<file path="src/rtl/core/wms_pkg.sv">
package wms_pkg;

    // Fixed field widths of the item and result transfers.
    localparam int KMER_W  = 64;
    localparam int START_W = 20;
    localparam int POS_W   = 22;
    localparam int OFFS_W  = 9;

    // Shift amounts of the 64-bit shift-add-xor mixing hash.
    localparam int SH_A = 21;
    localparam int SH_B = 24;
    localparam int SH_C = 3;
    localparam int SH_D = 8;
    localparam int SH_E = 14;
    localparam int SH_F = 2;
    localparam int SH_G = 4;
    localparam int SH_H = 28;
    localparam int SH_I = 31;

    // Depth of the queue between the hash front and the selection back.
    localparam int Q_DEPTH = 4;
    localparam int Q_PTR_W = $clog2(Q_DEPTH);
    localparam int Q_CNT_W = $clog2(Q_DEPTH + 1);

    // One hashed k-mer as it travels from the front to the back.
    typedef struct packed {
        logic [KMER_W-1:0]  kmer;
        logic [KMER_W-1:0]  hash;
        logic               amb;
        logic [START_W-1:0] start;
        logic               last;
    } t_entry;

endpackage

</file>
<file path="src/rtl/core/wms_if.sv">
// Input item channel: one packed k-mer per transfer.
interface wms_item_if;
    logic                           valid;
    logic                           ready;
    logic [wms_pkg::KMER_W-1:0]     kmer_value;
    logic                           has_ambiguous;
    logic [wms_pkg::START_W-1:0]    window_start;
    logic                           last_item;

    modport source (output valid, kmer_value, has_ambiguous, window_start, last_item,
                    input ready);
    modport sink   (input valid, kmer_value, has_ambiguous, window_start, last_item,
                    output ready);
endinterface

// Result channel: one minimizer per window.
interface wms_result_if;
    logic                                valid;
    logic                                ready;
    logic [wms_pkg::KMER_W-1:0]          minimizer_kmer;
    logic signed [wms_pkg::POS_W-1:0]    minimizer_pos;
    logic signed [wms_pkg::OFFS_W-1:0]   offset_in_window;
    logic                                valid_res;

    modport source (output valid, minimizer_kmer, minimizer_pos, offset_in_window,
                    valid_res, input ready);
    modport sink   (input valid, minimizer_kmer, minimizer_pos, offset_in_window,
                    valid_res, output ready);
endinterface

</file>
<file path="src/rtl/core/wms_front.sv">
module wms_front (
    input  logic            i_clk,
    input  logic            i_rst_n,
    wms_item_if.sink        i_item,
    output logic            o_valid,
    output wms_pkg::t_entry o_entry,
    input  logic            i_ready
);
    import wms_pkg::*;

    localparam int HASH_STAGES = 4;

    typedef struct packed {
        logic [KMER_W-1:0]  kmer;
        logic [KMER_W-1:0]  work;
        logic               ones;
        logic               amb;
        logic [START_W-1:0] start;
        logic               last;
    } t_stage;

    function automatic logic [KMER_W-1:0] mix_a(input logic [KMER_W-1:0] k);
        logic [KMER_W-1:0] t;
        t = (~k) + (k << SH_A);
        return t ^ (t >> SH_B);
    endfunction

    function automatic logic [KMER_W-1:0] mix_b(input logic [KMER_W-1:0] k);
        logic [KMER_W-1:0] t;
        t = (k + (k << SH_C)) + (k << SH_D);
        return t ^ (t >> SH_E);
    endfunction

    function automatic logic [KMER_W-1:0] mix_c(input logic [KMER_W-1:0] k);
        logic [KMER_W-1:0] t;
        t = (k + (k << SH_F)) + (k << SH_G);
        return t ^ (t >> SH_H);
    endfunction

    function automatic logic [KMER_W-1:0] mix_d(input logic [KMER_W-1:0] k);
        return k + (k << SH_I);
    endfunction

    logic [HASH_STAGES-1:0] r_vld;
    t_stage                 r_stg [HASH_STAGES];
    t_stage                 n_stg [HASH_STAGES];
    logic                   adv;

    // The whole pipeline moves when its last stage is empty or drains into the queue.
    assign adv          = !r_vld[HASH_STAGES-1] || i_ready;
    assign i_item.ready = adv;

    // One mixing round per stage; the all-ones key is marked for bypass.
    always_comb begin
        n_stg[0].kmer  = i_item.kmer_value;
        n_stg[0].work  = mix_a(i_item.kmer_value);
        n_stg[0].ones  = &i_item.kmer_value;
        n_stg[0].amb   = i_item.has_ambiguous;
        n_stg[0].start = i_item.window_start;
        n_stg[0].last  = i_item.last_item;
        n_stg[1]       = r_stg[0];
        n_stg[1].work  = mix_b(r_stg[0].work);
        n_stg[2]       = r_stg[1];
        n_stg[2].work  = mix_c(r_stg[1].work);
        n_stg[3]       = r_stg[2];
        n_stg[3].work  = mix_d(r_stg[2].work);
    end

    // Stage valid bits.
    always_ff @(posedge i_clk) begin
        if (!i_rst_n) begin
            r_vld <= '0;
        end else if (adv) begin
            r_vld <= {r_vld[HASH_STAGES-2:0], i_item.valid};
        end
    end

    // Stage payloads.
    always_ff @(posedge i_clk) begin
        if (adv) begin
            r_stg <= n_stg;
        end
    end

    // The final stage forms the queue entry.
    always_comb begin
        o_valid       = r_vld[HASH_STAGES-1];
        o_entry.kmer  = r_stg[HASH_STAGES-1].kmer;
        o_entry.hash  = r_stg[HASH_STAGES-1].ones ? '1 : r_stg[HASH_STAGES-1].work;
        o_entry.amb   = r_stg[HASH_STAGES-1].amb;
        o_entry.start = r_stg[HASH_STAGES-1].start;
        o_entry.last  = r_stg[HASH_STAGES-1].last;
    end

endmodule

</file>
<file path="src/rtl/core/wms_queue.sv">
module wms_queue (
    input  logic            i_clk,
    input  logic            i_rst_n,
    input  logic            i_valid,
    input  wms_pkg::t_entry i_entry,
    output logic            o_ready,
    output logic            o_valid,
    output wms_pkg::t_entry o_entry,
    input  logic            i_ready
);
    import wms_pkg::*;

    t_entry               r_mem [Q_DEPTH];
    logic [Q_PTR_W-1:0]   r_wr;
    logic [Q_PTR_W-1:0]   r_rd;
    logic [Q_CNT_W-1:0]   r_count;
    logic                 push;
    logic                 pop;

    assign o_ready = (r_count != Q_CNT_W'(Q_DEPTH));
    assign o_valid = (r_count != '0);
    assign push    = i_valid && o_ready;
    assign pop     = o_valid && i_ready;
    assign o_entry = r_mem[r_rd];

    // Pointers and fill count.
    always_ff @(posedge i_clk) begin
        if (!i_rst_n) begin
            r_wr    <= '0;
            r_rd    <= '0;
            r_count <= '0;
        end else begin
            if (push) begin
                r_wr <= r_wr + 1'b1;
            end
            if (pop) begin
                r_rd <= r_rd + 1'b1;
            end
            if (push && !pop) begin
                r_count <= r_count + 1'b1;
            end else if (pop && !push) begin
                r_count <= r_count - 1'b1;
            end
        end
    end

    // Entry storage.
    always_ff @(posedge i_clk) begin
        if (push) begin
            r_mem[r_wr] <= i_entry;
        end
    end

    a_count_bound: assert property (@(posedge i_clk) disable iff (!i_rst_n)
        r_count <= Q_CNT_W'(Q_DEPTH))
        else $error("queue fill count above depth");

    a_push_fills: assert property (@(posedge i_clk) disable iff (!i_rst_n)
        push && !pop |=> r_count == $past(r_count) + 1'b1)
        else $error("queue count missed a transfer in");

    a_pop_nonempty: assert property (@(posedge i_clk) disable iff (!i_rst_n)
        pop |-> r_count != '0)
        else $error("queue read while empty");

endmodule

</file>
<file path="src/rtl/core/wms_back.sv">
module wms_back #(
    parameter int MAX_WINDOW    = 256,
    parameter int READ_POS_BITS = 20
) (
    input  logic            i_clk,
    input  logic            i_rst_n,
    input  logic            i_valid,
    input  wms_pkg::t_entry i_entry,
    output logic            o_ready,
    wms_result_if.source    o_result
);
    import wms_pkg::*;

    localparam int CNT_W  = $clog2(MAX_WINDOW + 1);
    localparam int OFF_W  = (MAX_WINDOW > 1) ? $clog2(MAX_WINDOW) : 1;
    localparam int BASE_W = (READ_POS_BITS < START_W) ? READ_POS_BITS : START_W;

    logic [CNT_W-1:0]  r_cnt,  n_cnt;
    logic              r_inv,  n_inv;
    logic [KMER_W-1:0] r_kmer, n_kmer;
    logic [KMER_W-1:0] r_hash, n_hash;
    logic [OFF_W-1:0]  r_off,  n_off;
    logic [BASE_W-1:0] r_base, n_base;

    logic              r_o_valid;
    logic [KMER_W-1:0] r_o_kmer;
    logic [POS_W-1:0]  r_o_pos;
    logic [OFFS_W-1:0] r_o_offs;
    logic              r_o_res;

    logic              out_free;
    logic              pop;
    logic [POS_W-1:0]  pos_sum;
    logic [OFFS_W-1:0] off_ext;

    // A last item needs the result register; other items always go through.
    assign out_free = !r_o_valid || o_result.ready;
    assign pop      = i_valid && (!i_entry.last || out_free);
    assign o_ready  = !i_entry.last || out_free;

    // Selection update for one transfer.
    always_comb begin
        n_cnt  = r_cnt;
        n_inv  = r_inv;
        n_kmer = r_kmer;
        n_hash = r_hash;
        n_off  = r_off;
        n_base = r_base;
        if (r_cnt == '0) begin
            n_base = i_entry.start[BASE_W-1:0];
            n_kmer = i_entry.kmer;
            n_hash = i_entry.hash;
            n_off  = '0;
            n_inv  = i_entry.amb;
            n_cnt  = CNT_W'(1);
        end else if (r_cnt < CNT_W'(MAX_WINDOW)) begin
            if (!r_inv) begin
                if (i_entry.amb) begin
                    n_inv = 1'b1;
                end else if (i_entry.hash <= r_hash) begin
                    n_kmer = i_entry.kmer;
                    n_hash = i_entry.hash;
                    n_off  = r_cnt[OFF_W-1:0];
                end
            end
            n_cnt = r_cnt + 1'b1;
        end else begin
            n_inv = 1'b1;
        end
    end

    assign pos_sum = POS_W'(n_base) + POS_W'(n_off);
    assign off_ext = OFFS_W'(n_off);

    // Window control state; a last item closes the window.
    always_ff @(posedge i_clk) begin
        if (!i_rst_n) begin
            r_cnt <= '0;
            r_inv <= 1'b0;
        end else if (pop) begin
            if (i_entry.last) begin
                r_cnt <= '0;
                r_inv <= 1'b0;
            end else begin
                r_cnt <= n_cnt;
                r_inv <= n_inv;
            end
        end
    end

    // Best candidate so far.
    always_ff @(posedge i_clk) begin
        if (pop) begin
            r_kmer <= n_kmer;
            r_hash <= n_hash;
            r_off  <= n_off;
            r_base <= n_base;
        end
    end

    // Result valid flag.
    always_ff @(posedge i_clk) begin
        if (!i_rst_n) begin
            r_o_valid <= 1'b0;
        end else if (pop && i_entry.last) begin
            r_o_valid <= 1'b1;
        end else if (o_result.ready) begin
            r_o_valid <= 1'b0;
        end
    end

    // Result payload.
    always_ff @(posedge i_clk) begin
        if (pop && i_entry.last) begin
            r_o_kmer <= n_kmer;
            r_o_res  <= !n_inv;
            r_o_pos  <= n_inv ? '1 : pos_sum;
            r_o_offs <= n_inv ? '1 : off_ext;
        end
    end

    assign o_result.valid              = r_o_valid;
    assign o_result.minimizer_kmer     = r_o_kmer;
    assign o_result.minimizer_pos      = r_o_pos;
    assign o_result.offset_in_window   = r_o_offs;
    assign o_result.valid_res          = r_o_res;

    a_cnt_bound: assert property (@(posedge i_clk) disable iff (!i_rst_n)
        r_cnt <= CNT_W'(MAX_WINDOW))
        else $error("item count above window bound");

    a_last_clears: assert property (@(posedge i_clk) disable iff (!i_rst_n)
        pop && i_entry.last |=> r_cnt == '0 && r_o_valid)
        else $error("window not closed after last item");

    a_off_in_window: assert property (@(posedge i_clk) disable iff (!i_rst_n)
        r_cnt != '0 |-> CNT_W'(r_off) < r_cnt)
        else $error("best offset beyond items taken");

    a_no_overwrite: assert property (@(posedge i_clk) disable iff (!i_rst_n)
        r_o_valid && !o_result.ready |-> !(pop && i_entry.last))
        else $error("pending result overwritten");

endmodule

</file>
<file path="src/rtl/core/window_minimizer_select.sv">
// Path: a last item's result passes through the 4 hash stages, the queue
// and then the result register.
// Throughput: one k-mer per cycle unless a last item waits on a pending result;
// the hash pipeline stalls only when the queue fills.
// Reset clears all control state at once; no clearing pass is needed.
module window_minimizer_select #(
    parameter int MAX_WINDOW    = 256,
    parameter int READ_POS_BITS = 20
) (
    input  logic          i_clk,
    input  logic          i_rst_n,
    wms_item_if.sink      i_item,
    wms_result_if.source  o_result
);
    import wms_pkg::*;

    logic   f_valid;
    logic   f_ready;
    t_entry f_entry;
    logic   b_valid;
    logic   b_ready;
    t_entry b_entry;

    // Hash pipeline.
    wms_front u_front (
        .i_clk   (i_clk),
        .i_rst_n (i_rst_n),
        .i_item  (i_item),
        .o_valid (f_valid),
        .o_entry (f_entry),
        .i_ready (f_ready)
    );

    // Decoupling queue.
    wms_queue u_queue (
        .i_clk   (i_clk),
        .i_rst_n (i_rst_n),
        .i_valid (f_valid),
        .i_entry (f_entry),
        .o_ready (f_ready),
        .o_valid (b_valid),
        .o_entry (b_entry),
        .i_ready (b_ready)
    );

    // Minimum selection and result register.
    wms_back #(
        .MAX_WINDOW    (MAX_WINDOW),
        .READ_POS_BITS (READ_POS_BITS)
    ) u_back (
        .i_clk    (i_clk),
        .i_rst_n  (i_rst_n),
        .i_valid  (b_valid),
        .i_entry  (b_entry),
        .o_ready  (b_ready),
        .o_result (o_result)
    );

endmodule
</file>
<file path="src/flat_wrapper.sv">
// flat-port wrapper written by rule: the top's interface ports become plain ports
module window_minimizer_select_flat import wms_pkg::*;
#(
    parameter int MAX_WINDOW    = 256,
    parameter int READ_POS_BITS = 20
)
  (i_clk, i_rst_n, i_item_valid, i_item_kmer_value, i_item_has_ambiguous, i_item_window_start, i_item_last_item, i_item_ready, o_result_valid, o_result_minimizer_kmer, o_result_minimizer_pos, o_result_offset_in_window, o_result_valid_res, o_result_ready);
  wms_item_if i_item_i ();
  wms_result_if o_result_i ();
  input  logic i_clk;
  input  logic i_rst_n;
  input wire logic [$bits(i_item_i.valid)-1:0] i_item_valid;
  input wire logic [$bits(i_item_i.kmer_value)-1:0] i_item_kmer_value;
  input wire logic [$bits(i_item_i.has_ambiguous)-1:0] i_item_has_ambiguous;
  input wire logic [$bits(i_item_i.window_start)-1:0] i_item_window_start;
  input wire logic [$bits(i_item_i.last_item)-1:0] i_item_last_item;
  output wire logic [$bits(i_item_i.ready)-1:0] i_item_ready;
  output wire logic [$bits(o_result_i.valid)-1:0] o_result_valid;
  output wire logic [$bits(o_result_i.minimizer_kmer)-1:0] o_result_minimizer_kmer;
  output wire logic [$bits(o_result_i.minimizer_pos)-1:0] o_result_minimizer_pos;
  output wire logic [$bits(o_result_i.offset_in_window)-1:0] o_result_offset_in_window;
  output wire logic [$bits(o_result_i.valid_res)-1:0] o_result_valid_res;
  input wire logic [$bits(o_result_i.ready)-1:0] o_result_ready;
  assign i_item_i.valid = i_item_valid;
  assign i_item_i.kmer_value = i_item_kmer_value;
  assign i_item_i.has_ambiguous = i_item_has_ambiguous;
  assign i_item_i.window_start = i_item_window_start;
  assign i_item_i.last_item = i_item_last_item;
  assign i_item_ready = i_item_i.ready;
  assign o_result_valid = o_result_i.valid;
  assign o_result_minimizer_kmer = o_result_i.minimizer_kmer;
  assign o_result_minimizer_pos = o_result_i.minimizer_pos;
  assign o_result_offset_in_window = o_result_i.offset_in_window;
  assign o_result_valid_res = o_result_i.valid_res;
  assign o_result_i.ready = o_result_ready;
  window_minimizer_select #(.MAX_WINDOW(MAX_WINDOW), .READ_POS_BITS(READ_POS_BITS)) u_core (.i_clk(i_clk), .i_rst_n(i_rst_n), .i_item(i_item_i), .o_result(o_result_i));
endmodule
</file>
<file path="config.mk">
export PLATFORM = sky130hd
export DESIGN_NAME = window_minimizer_select_flat
export DESIGN_NICKNAME = d
export VERILOG_FILES = /design/src/rtl/core/wms_pkg.sv /design/src/rtl/core/wms_if.sv /design/src/rtl/core/wms_front.sv /design/src/rtl/core/wms_queue.sv /design/src/rtl/core/wms_back.sv /design/src/rtl/core/window_minimizer_select.sv /design/src/flat_wrapper.sv
export SDC_FILE = /design/constraint.sdc
export NUM_CORES = 2
export LEC_CHECK = 0
export ABC_AREA = 1
export BUFFER_PORTS_ARGS = -buffer_cell sky130_fd_sc_hd__buf_2
export CAP_MARGIN = 20
export CORE_ASPECT_RATIO = 0.9
export CORE_MARGIN = 5
export CORE_UTILIZATION = 30
export DETAILED_ROUTE_END_ITERATION = 10
export HOLD_SLACK_MARGIN = 0.15
export PLACE_DENSITY = 0.56
export SKIP_LAST_GASP = 1
export SLEW_MARGIN = 20
export SYNTH_ARGS = -nofsm -noshare
export SYNTH_HDL_FRONTEND = slang
export SYNTH_HIERARCHICAL = 1
export SYNTH_SLANG_ARGS = --single-unit
export TNS_END_PERCENT = 30
</file>
<file path="constraint.sdc">
create_clock -name i_clk -period 14.53 [get_ports i_clk]
set_input_delay 2.906 -clock i_clk [delete_from_list [all_inputs] [get_ports i_clk]]
set_output_delay 2.906 -clock i_clk [all_outputs]
set_load 0.01 [all_outputs]
</file>
==> flow_metrics.env <==
export IMPL_drt_first_iter_violations=4543
export IMPL_synth_most_common_cell="nand2_1"
export IMPL_clk_latency_ns=0.78
export IMPL_yosys_area_share_simple_pct=17.90
export IMPL_clockBufferDepth=3
export IMPL_finClkSkew_ns=0.05434
export IMPL_ys_ff_latch=1480
export IMPL_synthDistinctLibCells=50
export IMPL_tritoncts="yes"
export IMPL_cts_hold_buffers_added=0
export IMPL_ys_seq_area_share_pct=59.01
export IMPL_die_w_um=536.7
export IMPL_hold_class="register to register"
export IMPL_ios=188
export IMPL_track_usage_pct=15.83
export IMPL_start_kind="register"
export IMPL_viasPerCell=4.700
export IMPL_synth_top_family_by_area="simple AND/OR/NAND/NOR gates"
export IMPL_drtPass1Iterations=6
export IMPL_synth_top_area_share_pct=58.37
export IMPL_drc=0
export IMPL_synth_area_leaders="edfxtp_1, nand2_1, ha_1"
export IMPL_synth_async_reset_ratio_pct=0
export IMPL_arrival_ns=7.48
export IMPL_muxShareOfSynthArea_pct=0
export IMPL_grt_pass1_vias=49140
export IMPL_vias=51120
export IMPL_register_area_sq_um=44210
export IMPL_synth_compound_area_share_pct=6.125
export IMPL_avgRoutedWirePerCell_um=19.24
export IMPL_portBuffers=187
export IMPL_multiInputGateArea_sq_um=25690
export IMPL_cp_slowest_stage_delay_ns=0.97
export IMPL_path_clk_slew_ns=0.06
export IMPL_syn_avg_cell_area_sq_um=10.32
export IMPL_syn_to_final_growth_pct=11.75
export IMPL_fin_crit_sh_pct=48.00
export IMPL_cts_sinks=1480
export IMPL_gp_congestion=0.9528
export IMPL_rsz0062_at_grt="false"
export IMPL_crit_fanout=132
export IMPL_status="finished, final reports clean"
export IMPL_gr_total_overflow=0
export IMPL_netlist_area_sq_um=74900
export IMPL_hold_depth=0
export IMPL_ant_nets=0
export IMPL_wl_um=209200
export IMPL_synthFlopType="edfxtp_1"
export IMPL_setup_tns_ns=0
export IMPL_drv_cap=0
export IMPL_layout_min_cycle_time_ns=6.974
export IMPL_synth_common_cells="nand2_1, edfxtp_1, inv_1"
export IMPL_grt_pass1_wl_um=314200
export IMPL_endpoint_kind="register"
export IMPL_cts_buffers=148
export IMPL_place_detailed_hpwl_um=154500
export IMPL_rr_worst_depth=28
export IMPL_slew_viol_final=0
export IMPL_core_sq_um=249100
export IMPL_cts_resized=0
export IMPL_fillerInstances=25140
export IMPL_synth_adder_area_share_pct=7.868
export IMPL_grt_max_degree=191
export IMPL_slowest_stage="dfxtp_4"
export IMPL_synthCells=7259
export IMPL_crit_type="register to register"
export IMPL_htreeDepth=4
export IMPL_drive_gt1_share_pct=8.514
export IMPL_dieArea_sq_um=259800
export IMPL_cts_root_buf="clkbuf_16"
export IMPL_initial_utilization_pct=30.07
export IMPL_worstMarginPinSlew_ns=1.124
export IMPL_setup_violations=0
export IMPL_yosysWarnings=6
export IMPL_fp_dieH_um=484.0
export IMPL_maxSlewHeadroom_pct=25.09
export IMPL_hold_viol=0
export IMPL_crit_cells=28
export IMPL_cts_setup_buffers=0
export IMPL_yosys_area_top_type="edfxtp_1"
export IMPL_synth_xor_area_share_pct=2.334
export IMPL_synth_fp_nets=7748
export IMPL_fp_row_count=174
export IMPL_antenna_found_initial=18
export IMPL_worstPathRequired_ns=15.04
export IMPL_crit_family="simple AND/OR/NAND/NOR gates"
export IMPL_final_nets=7898
export IMPL_fmaxAchievable_mhz=143.4
export IMPL_worst_path_buf_inv=7
export IMPL_synth_edff_count=1456
-- state kept, by name, indices dropped and copies added, names as in the netlist, 20 cells and up, named ones only --
name and cells:
u_core/u_back/r_base 20, u_core/u_back/o_result.minimizer_pos 22, u_core/u_back/o_result.minimizer_kmer 64, u_core/u_back/r_hash 64, u_core/u_front/n_stg 261, u_core/u_queue/r_mem 600
u_core/u_front/r_stg 257, u_core/u_front/o_entry 86, u_core/u_back/r_kmer 64
-- final timing paths --
kind	from	to	slack, ns
max reg2reg	register	u_core/u_back/o_result.minimizer_pos[20]	7.56
min	u_core/u_front/n_stg[394]	u_core/u_front/n_stg[243]	0.41
min reg2reg	u_core/u_front/n_stg[394]	u_core/u_front/n_stg[243]	0.41
max	register	u_core/u_back/o_result.minimizer_pos[20]	7.56
-- kinds of logic (layout without fill, tap and decap cells) --
group | after synthesis | count (layout)
compound gates | 842 | 842
simple gates | 3209 | 3209
fa+ha+maj | 399 | 399
buf+inv | 1152 | 1422
xor+xnor | 177 | 177
flops | 1480 | 1480
other cells | 0 | 3
-- metal layers --
metal | global-route usage, % | routed length (um) | vias to the layer above
met2 | 24.15 | 91060 | 1402
met5 | 0 | 29 | -
met1 | 23.95 | 102400 | 24860
met3 | 2.088 | 11730 | 241
li1 | - | - | 24610
met4 | 3.357 | 3986 | 4
-- cell usage in the layout, fill, tap and decap left out, drive strengths merged, types with 73 or more instances in the layout --
master,synthesis,layout
a21oi,233,233
nor2,674,674
fa,120,120
clkbuf,44,173
o22ai,150,150
ha,279,279
edfxtp,1456,1456
o21ai,399,399
xor2,98,98
clkinv,1,73
nand2,1905,1905
or2,81,81
nand3,405,405
inv,929,936
buf,178,222
-- cell type report --
| type | count | area share (%) |
|---|---|---|
| diodes | 3 | 0.008969 |
| multi-input cells | 4627 | 30.69 |
| well taps | 3344 | 4.999 |
| repair buffers | 222 | 1.466 |
| inverters | 930 | 4.193 |
| flip-flops and latches | 1480 | 52.82 |
| clock inverters | 97 | 1.236 |
| clock buffers | 173 | 4.588 |
-- worst register-to-register path, delay by kind of cell, from the launching register on --
family          cells  cell delay, ns
simple gates       14            2.08
buf+inv             7            2.02
flops               1            0.97
fa+ha+maj           3            0.97
compound gates      4            0.64
-- per-stage QoR --
stage | hold WS [ns] | instances | area (sq um) | util [%] | setup WS [ns]
4_1_cts | 0.3974 | 10870 | 83690 | 33.60 | 7.495
5_1_grt | 0.4056 | 10870 | 83700 | 33.61 | 6.949
2_1_floorplan | 0.4003 | 7259 | 74910 | - | 4.045
3_5_place_dp | 0.4045 | 10600 | 78820 | 31.65 | 7.502
3_3_place_gp | 0.4002 | 10600 | 78820 | 31.65 | 7.604
6_report | 0.4078 | 10880 | 83700 | 33.61 | 7.556
Power is not shown: default switching activity piles up to over one toggle a cycle in this logic, so the estimate is an artifact.
